**src/aclr_pkg.sv**
```systemverilog
// Package for the alarm clock LED ramp: request/response types, codes and constants.
package aclr_pkg;

   // Request command codes
   localparam logic [1:0] CMD_TICK = 2'd0;
   localparam logic [1:0] CMD_SET_TIME = 2'd1;
   localparam logic [1:0] CMD_LOAD_DELAY = 2'd2;

   // Ramp phase codes
   localparam logic [1:0] PHASE_IDLE = 2'd0;
   localparam logic [1:0] PHASE_RISE = 2'd1;
   localparam logic [1:0] PHASE_SET = 2'd2;

   // Configuration register indexes
   localparam logic [1:0] CSR_SUNRISE_HOUR = 2'd0;
   localparam logic [1:0] CSR_SUNRISE_MINUTE = 2'd1;
   localparam logic [1:0] CSR_SUNSET_HOUR = 2'd2;
   localparam logic [1:0] CSR_SUNSET_MINUTE = 2'd3;

   // Reset values of the alarm registers
   localparam logic [4:0] SUNRISE_HOUR_RST = 5'd14;
   localparam logic [5:0] SUNRISE_MINUTE_RST = 6'd26;
   localparam logic [4:0] SUNSET_HOUR_RST = 5'd14;
   localparam logic [5:0] SUNSET_MINUTE_RST = 6'd36;

   // Ramp and clock limits
   localparam logic [7:0] RISE_START = 8'd254;
   localparam logic [7:0] SET_END = 8'd255;
   localparam logic [1:0] HOLD_TICKS = 2'd2;
   localparam logic [5:0] LAST_SECOND = 6'd59;
   localparam logic [5:0] LAST_MINUTE = 6'd59;
   localparam logic [4:0] LAST_HOUR = 5'd23;

   localparam int DELAY_W = 10;

   typedef struct packed {
      logic [1:0] command;
      logic [4:0] set_hours;
      logic [5:0] set_minutes;
      logic [5:0] set_seconds;
      logic [7:0] table_index;
      logic [9:0] table_delay;
   } req_type;

   typedef struct packed {
      logic [7:0] duty_value;
      logic       pwm_running;
      logic [1:0] ramp_mode;
      logic [4:0] clock_hours;
      logic [5:0] clock_minutes;
      logic [5:0] clock_seconds;
   } rsp_type;

endpackage

```
**src/aclr_ram.sv**
```systemverilog
// Generic single-port-write, single-port-read RAM with registered read (read-first).
module aclr_ram #(
   parameter int WIDTH = 10,
   parameter int DEPTH = 255
) (
   input  logic                     clock,
   input  logic                     wr_en,
   input  logic [$clog2(DEPTH)-1:0] wr_addr,
   input  logic [WIDTH-1:0]         wr_data,
   input  logic [$clog2(DEPTH)-1:0] rd_addr,
   output logic [WIDTH-1:0]         rd_data
);

   logic [WIDTH-1:0] mem_ff [DEPTH];

   // Write port and registered read port
   always_ff @(posedge clock) begin
      if (wr_en) begin
         mem_ff[wr_addr] <= wr_data;
      end
      rd_data <= mem_ff[rd_addr];
   end

endmodule

```
**src/alarm_clock_led_ramp.sv**
```systemverilog
// Top level of the alarm clock LED ramp: clock, alarm match, ramp sequencer and delay table.
//
// Each request (one-second tick, clock set or delay-table load) gives exactly one
// response carrying the PWM compare value, PWM run flag, ramp mode and clock time
// after that request. One request is taken per clock cycle while the response
// register is free or being taken; a request passes an input register and then the
// response register, so full throughput holds whenever the response is not stalled.
// The dwell table sits in a RAM whose registered read port always points at the
// next ramp level, so its dwell time is ready when the next tick arrives; a load to
// that same level is forwarded. Table entries must be loaded before a ramp reaches them.
module alarm_clock_led_ramp #(
   parameter int TABLE_DEPTH = 255
) (
   input  logic             clock,
   input  logic             reset,
   // Request channel
   input  logic             req_valid,
   output logic             req_ready,
   input  aclr_pkg::req_type req_data,
   // Response channel
   output logic             rsp_valid,
   input  logic             rsp_ready,
   output aclr_pkg::rsp_type rsp_data,
   // Configuration writes
   input  logic             csr_write_en,
   input  logic [1:0]       csr_index,
   input  logic [5:0]       csr_wdata
);

   localparam int ADDR_W = $clog2(TABLE_DEPTH);
   localparam logic [7:0] DEPTH_LV = 8'(TABLE_DEPTH);

   // Alarm registers
   logic [4:0] rise_hour_ff, set_hour_ff;
   logic [5:0] rise_min_ff, set_min_ff;

   // Input register
   aclr_pkg::req_type in_ff;
   logic              in_vld_ff;

   // Clock and ramp state
   logic [4:0] hours_ff, hours_in;
   logic [5:0] minutes_ff, minutes_in;
   logic [5:0] seconds_ff, seconds_in;
   logic [1:0] phase_ff, phase_in;
   logic [7:0] level_ff, level_in;
   logic       pwm_ff, pwm_in;
   logic [9:0] dwell_ff, dwell_in;
   logic [1:0] hold_ff, hold_in;

   // Response register
   aclr_pkg::rsp_type rsp_ff;
   logic              rsp_vld_ff, rsp_vld_in;

   // Delay table access
   logic              tbl_wr_en;
   logic [ADDR_W-1:0] tbl_wr_addr, tbl_rd_addr;
   logic [9:0]        tbl_rd_data;
   logic              lvl_ok_ff;
   logic              byp_ff;
   logic [9:0]        byp_data_ff;
   logic [9:0]        dwell_raw, dwell_eff;
   logic [10:0]       dwell_next;
   logic              dwell_done;
   logic [1:0]        hold_inc;
   logic              fire;

   // Handshake: stage two fires when the response register is free or being taken
   assign fire = in_vld_ff & (~rsp_vld_ff | rsp_ready);
   assign req_ready = ~in_vld_ff | fire;
   assign rsp_valid = rsp_vld_ff;
   assign rsp_data = rsp_ff;
   assign rsp_vld_in = fire | (rsp_vld_ff & ~rsp_ready);

   // Configuration registers
   always_ff @(posedge clock) begin
      if (reset) begin
         rise_hour_ff <= aclr_pkg::SUNRISE_HOUR_RST;
         rise_min_ff <= aclr_pkg::SUNRISE_MINUTE_RST;
         set_hour_ff <= aclr_pkg::SUNSET_HOUR_RST;
         set_min_ff <= aclr_pkg::SUNSET_MINUTE_RST;
      end else if (csr_write_en) begin
         case (csr_index)
            aclr_pkg::CSR_SUNRISE_HOUR: rise_hour_ff <= csr_wdata[4:0];
            aclr_pkg::CSR_SUNRISE_MINUTE: rise_min_ff <= csr_wdata;
            aclr_pkg::CSR_SUNSET_HOUR: set_hour_ff <= csr_wdata[4:0];
            aclr_pkg::CSR_SUNSET_MINUTE: set_min_ff <= csr_wdata;
            default: ;
         endcase
      end
   end

   // Input register
   always_ff @(posedge clock) begin
      if (reset) begin
         in_vld_ff <= 1'b0;
      end else if (req_ready) begin
         in_vld_ff <= req_valid;
      end
   end

   always_ff @(posedge clock) begin
      if (req_ready & req_valid) begin
         in_ff <= req_data;
      end
   end

   // Dwell of the current level: out-of-depth levels and zero entries count as one tick
   assign dwell_raw = byp_ff ? byp_data_ff : tbl_rd_data;
   assign dwell_eff = (lvl_ok_ff && dwell_raw != 10'd0) ? dwell_raw : 10'd1;
   assign dwell_next = {1'b0, dwell_ff} + 11'd1;
   assign dwell_done = dwell_next >= {1'b0, dwell_eff};
   assign hold_inc = hold_ff + 2'd1;

   // Next state for one request
   always_comb begin
      hours_in = hours_ff;
      minutes_in = minutes_ff;
      seconds_in = seconds_ff;
      phase_in = phase_ff;
      level_in = level_ff;
      pwm_in = pwm_ff;
      dwell_in = dwell_ff;
      hold_in = hold_ff;
      tbl_wr_en = 1'b0;
      if (fire) begin
         case (in_ff.command)
            aclr_pkg::CMD_TICK: begin
               // Clock advance with carries
               if (seconds_ff >= aclr_pkg::LAST_SECOND) begin
                  seconds_in = 6'd0;
                  if (minutes_ff >= aclr_pkg::LAST_MINUTE) begin
                     minutes_in = 6'd0;
                     hours_in = (hours_ff >= aclr_pkg::LAST_HOUR) ? 5'd0 : hours_ff + 5'd1;
                  end else begin
                     minutes_in = minutes_ff + 6'd1;
                  end
               end else begin
                  seconds_in = seconds_ff + 6'd1;
               end
               // Ramp step, or alarm match when idle
               case (phase_ff)
                  aclr_pkg::PHASE_RISE: begin
                     if (level_ff == 8'd0) begin
                        hold_in = hold_inc;
                        if (hold_inc >= aclr_pkg::HOLD_TICKS) begin
                           pwm_in = 1'b0;
                           phase_in = aclr_pkg::PHASE_IDLE;
                           hold_in = 2'd0;
                        end
                     end else if (dwell_done) begin
                        dwell_in = 10'd0;
                        level_in = level_ff - 8'd1;
                     end else begin
                        dwell_in = dwell_next[9:0];
                     end
                  end
                  aclr_pkg::PHASE_SET: begin
                     if (dwell_done) begin
                        dwell_in = 10'd0;
                        level_in = level_ff + 8'd1;
                        if (level_in >= aclr_pkg::SET_END) begin
                           pwm_in = 1'b0;
                           phase_in = aclr_pkg::PHASE_IDLE;
                        end
                     end else begin
                        dwell_in = dwell_next[9:0];
                     end
                  end
                  aclr_pkg::PHASE_IDLE: begin
                     if (hours_in == rise_hour_ff && minutes_in == rise_min_ff) begin
                        phase_in = aclr_pkg::PHASE_RISE;
                        level_in = aclr_pkg::RISE_START;
                        pwm_in = 1'b1;
                        dwell_in = 10'd0;
                        hold_in = 2'd0;
                     end else if (hours_in == set_hour_ff && minutes_in == set_min_ff) begin
                        phase_in = aclr_pkg::PHASE_SET;
                        level_in = 8'd0;
                        pwm_in = 1'b1;
                        dwell_in = 10'd0;
                        hold_in = 2'd0;
                     end
                  end
                  default: ;
               endcase
            end
            aclr_pkg::CMD_SET_TIME: begin
               hours_in = in_ff.set_hours;
               minutes_in = in_ff.set_minutes;
               seconds_in = in_ff.set_seconds;
            end
            aclr_pkg::CMD_LOAD_DELAY: begin
               tbl_wr_en = in_ff.table_index < DEPTH_LV;
            end
            default: ;
         endcase
      end
   end

   // Table addressing: the read port follows the level about to be current
   assign tbl_wr_addr = in_ff.table_index[ADDR_W-1:0];
   assign tbl_rd_addr = reset ? '0 : level_in[ADDR_W-1:0];

   aclr_ram #(
      .WIDTH(aclr_pkg::DELAY_W),
      .DEPTH(TABLE_DEPTH)
   ) u_delay_ram (
      .clock(clock),
      .wr_en(tbl_wr_en),
      .wr_addr(tbl_wr_addr),
      .wr_data(in_ff.table_delay),
      .rd_addr(tbl_rd_addr),
      .rd_data(tbl_rd_data)
   );

   // Forward a load that hits the level being read this cycle
   always_ff @(posedge clock) begin
      if (reset) begin
         byp_ff <= 1'b0;
         lvl_ok_ff <= 1'b1;
      end else begin
         byp_ff <= tbl_wr_en && (in_ff.table_index == level_in);
         lvl_ok_ff <= level_in < DEPTH_LV;
      end
   end

   always_ff @(posedge clock) begin
      byp_data_ff <= in_ff.table_delay;
   end

   // Clock and ramp state registers
   always_ff @(posedge clock) begin
      if (reset) begin
         hours_ff <= 5'd0;
         minutes_ff <= 6'd0;
         seconds_ff <= 6'd0;
         phase_ff <= aclr_pkg::PHASE_IDLE;
         level_ff <= 8'd0;
         pwm_ff <= 1'b0;
         dwell_ff <= 10'd0;
         hold_ff <= 2'd0;
         rsp_vld_ff <= 1'b0;
      end else begin
         hours_ff <= hours_in;
         minutes_ff <= minutes_in;
         seconds_ff <= seconds_in;
         phase_ff <= phase_in;
         level_ff <= level_in;
         pwm_ff <= pwm_in;
         dwell_ff <= dwell_in;
         hold_ff <= hold_in;
         rsp_vld_ff <= rsp_vld_in;
      end
   end

   // Response register
   always_ff @(posedge clock) begin
      if (fire) begin
         rsp_ff.duty_value <= level_in;
         rsp_ff.pwm_running <= pwm_in;
         rsp_ff.ramp_mode <= phase_in;
         rsp_ff.clock_hours <= hours_in;
         rsp_ff.clock_minutes <= minutes_in;
         rsp_ff.clock_seconds <= seconds_in;
      end
   end

endmodule

```
**config.mk**
```make
export PLATFORM = sky130hd
export DESIGN_NAME = alarm_clock_led_ramp
export DESIGN_NICKNAME = d
export VERILOG_FILES = /design/src/aclr_pkg.sv /design/src/aclr_ram.sv /design/src/alarm_clock_led_ramp.sv
export SDC_FILE = /design/constraint.sdc
export NUM_CORES = 2
export LEC_CHECK = 0
export BUFFER_PORTS_ARGS = -buffer_cell sky130_fd_sc_hd__buf_2
export CAP_MARGIN = 25
export CORE_ASPECT_RATIO = 1.75
export CORE_MARGIN = 10
export CORE_UTILIZATION = 40
export CTS_BUF_LIST = sky130_fd_sc_hd__clkbuf_2
export DETAILED_ROUTE_END_ITERATION = 12
export PLACE_DENSITY = 0.6
export SLEW_MARGIN = 20
export SYNTH_ARGS = -nofsm -noshare
export SYNTH_HDL_FRONTEND = slang
export SYNTH_HIERARCHICAL = 1
export SYNTH_SLANG_ARGS = --single-unit
```
**constraint.sdc**
```tcl
create_clock -name clock -period 12.9 [get_ports clock]
set_input_delay 0 -clock clock [delete_from_list [all_inputs] [get_ports clock]]
set_output_delay 0 -clock clock [all_outputs]
set_load 0.03 [all_outputs]
```
==> metrics.csv <==
stage,metric,value,unit
power_and_ir_drop,P_leak,0.0379,uW
worst_setup_path,Worst path max stage delay,910,ps
placement,DP Worst Slack,4440,ps
worst_setup_path,r2r endpoint,u_delay_ram/rd_data[5]$_DFF_P_,
run,max_cap viols,0,
detailed_routing,drt initial violations,6348,
die,core area,267000,um2
synth,post-synth top area cell,edfxtp_1,
die,Die Height,705,um
synth,"Cell Area, Synth",107000,um2
detailed_routing,Post-Route WL,335000,um
synth,fraction of the yosys area taken by sequential cells,0.747,
die,Die X,412,um
detailed_routing,Via Count,60700,
worst_setup_path,CP max FO,41,
timing,Setup Viol. Count Final,0,
final_layout,final core occ,0.450,
power_and_ir_drop,power per cell area,126,nW/um2
synth,Post-synth top cells,"2,615 x edfxtp_1, 513 x mux4_2, 363 x nor2_1, 272 x mux2i_1, 260 x nand2_1",
timing,Setup WS post-layout,4560,ps
global_routing,initial antenna violation count,16,
timing,Rel. slew slack,0.137,
worst_setup_path,critical path class,reg2reg,
worst_setup_path,Worst Setup SP,byp_ff$_SDFF_PP0_,
clocking,Longest Clk Path Bufs,4,
timing,FMAX,120,MHz
placement,DP Cell Count,9130,
clocking,# resized after CTS,0,
timing,minimum hold slack,-33.2,ps
global_routing,first-pass GRT wire length,471000,um
die,Starting Density,0.402,
run_status,failing checks,hold timing,
synth,Synth Warn #,6,
final_layout,share of layout cells above drive strength 1,0.289,
synth,Seq cells post-synth,2701,
detailed_routing,Post-route DRC,0,
timing,skew final,280,ps
worst_setup_path,slowest library cell on the worst path,o32ai_1,
final_layout,area growth from synthesis to layout,12.1,%
synth,synthesized net count,5635,
global_routing,vias in the first global route,62700,
placement,I/O Buffers,79,
clocking,CTS sink count,2701,
timing,setup_tns,0,ps
timing,Worst Tran Pin Value,1290,ps
worst_setup_path,startpoint types,flop,
timing,period utilization,0.646,
run_status,status,finished with violations,
global_routing,gr ovfl total,0,
timing,min cycle time layout,8340,ps
timing,RSZ-0062 raised after global routing,false,
die,io pins,80,
placement,GPL Wtd Cong,0.927,
clocking,clock-pin slew on the worst setup and hold paths,160,ps
worst_setup_path,crit path DAT,10060,ps
final_layout,fillers,22900,
final_layout,Final Instance Count excl. Fillers,10400,
worst_setup_path,Critical Path End Type,flop,
synth,synth top area cells,"edfxtp_1 73%, mux4_2 11%, mux2i_1 2.5%",
clocking,clock root cell,clkbuf_2,
die,die area,290000,um2
worst_setup_path,CP Capture Point,u_delay_ram/rd_data[5]$_DFF_P_,
synth,post-synthesis cell type count,104,
timing,Final Hold Vio Count,13,
synth,"FFs w/ async S/R, synth",0,
final_layout,number of nets in the layout,6496,
synth,Synth top area share,0.731,
worst_setup_path,worst path required time,14620,ps
worst_setup_path,R2R cell count,21,
power_and_ir_drop,Worst VDD drop,75.2,uV
clocking,CTS tree,built,
synth,Syn Inst Count,5567,
timing,Max Slew Vio Count,0,
clocking,H-tree levels,6,
global_routing,GRT Overall Usage,0.226,
die,row cnt,251,
worst_setup_path,"critical path, cell by cell",or4b_2 > o22ai_1 > a21boi_1 > nand2_1 > ha_1 > a21oi_1 > o21ai_0 > a21oi_1 > o211a_1 > nand2_1 > nand2_1 > o22ai_1 > nor2_4 > buf_4 > buf_4 > mux4_2 > mux2i_1 > a221oi_1 > buf_4 > o32ai_1 > o32ai_2,
synth,Mean Syn Cell Area,19.3,um2
worst_setup_path,FF-to-FF setup slack,4560,ps
detailed_routing,Detail Route Antenna Nets,0,
synth,top-count cell post-synth,edfxtp_1,
clocking,Worst-Skew Late Latency,1870,ps
synth,Post-synth EDFFs,2615,
clocking,CTS buffer count,584,
detailed_routing,Via density,5.84,
worst_hold_path,Hold Crit Class,in2reg,
worst_setup_path,FF-to-FF Start,byp_ff$_SDFF_PP0_,
global_routing,largest net degree at the start of global routing,187,
detailed_routing,total iterations of the first detailed-routing run,9,
synth,predominant post-synthesis flop cell,edfxtp_1,
detailed_routing,WL per Instance,32.2,um
placement,dpl hpwl,211000,um
## worst max-delay path: cells and delay by family, from the launching register on
kind,cells,cell delay (ps)
AO/OA/AOI/OAI,10,2890
AND/OR/NAND/NOR,5,1580
buffers and inverters,3,1550
multiplexers,2,1210
flip-flops,1,680
adder cells (fa/ha/maj),1,250
## state kept, by name, summed over array words and instances (netlist names), 8 cells and up
register / cells
tbl_wr_addr: 8
u_delay_ram/mem_ff: 2550
u_delay_ram/rd_data: 10
in_ff: 29
dwell_ff: 10
rsp_data: 28
byp_data_ff: 10
level_ff: 8
## power by group
| group | internal, uW | leakage [uW] | switching [uW] |
|---|---|---|---|
| Combinational | 76.2 | 0.00968 | 219 |
| Clock | 1970 | 0.00397 | 3310 |
| Sequential | 9620 | 0.0242 | 20.4 |
| Total | 11700 | 0.0379 | 3550 |
## cells by family after synthesis
family,synth area share
DFF,0.747
and+or+nand+nor,0.0427
muxes,0.142
AOI/OAI and AO/OA,0.0415
buffers and inverters,0.0218
xor gates and xnor gates,0.00220
adders and majority gates,0.00210
## metal layers
layer	vias up	track usage	routed length (um)
met5	-	0	13
li1	24900	-	-
met1	31700	0.242	110000
met3	975	0.0409	23200
met4	2	0.174	29400
met2	3119	0.393	173000
## cell type report
| cell class | count | area [um2] | area share |
|---|---|---|---|
| Timing Repair Buffer | 608 | 5200 | 0.0432 |
| Tap cell | 3542 | 4430 | 0.0368 |
| Inverter | 30 | 125 | 0.00104 |
| Multi-Input combinational cell | 2503 | 25100 | 0.209 |
| Clock buffer | 824 | 4120 | 0.0343 |
| Antenna cell | 14 | 35.0 | 0.000291 |
| Clock inverter | 179 | 1080 | 0.00899 |
| Sequential cell | 2701 | 80200 | 0.667 |
## layout by cell type, fill, tap and decap left out, drive strengths merged, types with 67 or more instances in the layout
master,instances
clkbuf,825
nor2,365
mux4,531
nand3,91
nand2,260
edfxtp,2615
dlygate4sd3,216
o21ai,68
dfxtp,86
buf,390
o221ai,69
clkinv,143
mux2i,272
a21oi,127
o22ai,67
## stage by stage
stage | power [uW] | area [um2]
global route | 15800 | 120000
detailed placement | 10100 | 113000
floorplan | 9970 | 107000
global placement | 10100 | 112000
finish | 15200 | 120000
CTS | 15300 | 120000
## worst min path at each step
stage / from / end / slack [ps] / cells after the start
2_1_floorplan: req_data[0] / in_ff[0]$_DFFE_PP_ / 100 / 0
3_3_place_gp: req_data[7] / in_ff[7]$_DFFE_PP_ / 180 / 1
3_5_place_dp: req_data[3] / in_ff[3]$_DFFE_PP_ / 180 / 1
4_1_cts: req_valid / in_ff[31]$_DFFE_PP_ / 100 / 4
5_1_grt: req_valid / in_ff[24]$_DFFE_PP_ / -20 / 4
6_report: req_valid / in_ff[24]$_DFFE_PP_ / -30 / 4
## what timing repair did
action                                 in CTS  in global routing
setup buffers                               0                  0
endpoints found under the hold margin     206                  0
hold buffers                              217                  0
No activity file was read; power rests on OpenSTA's default activity.
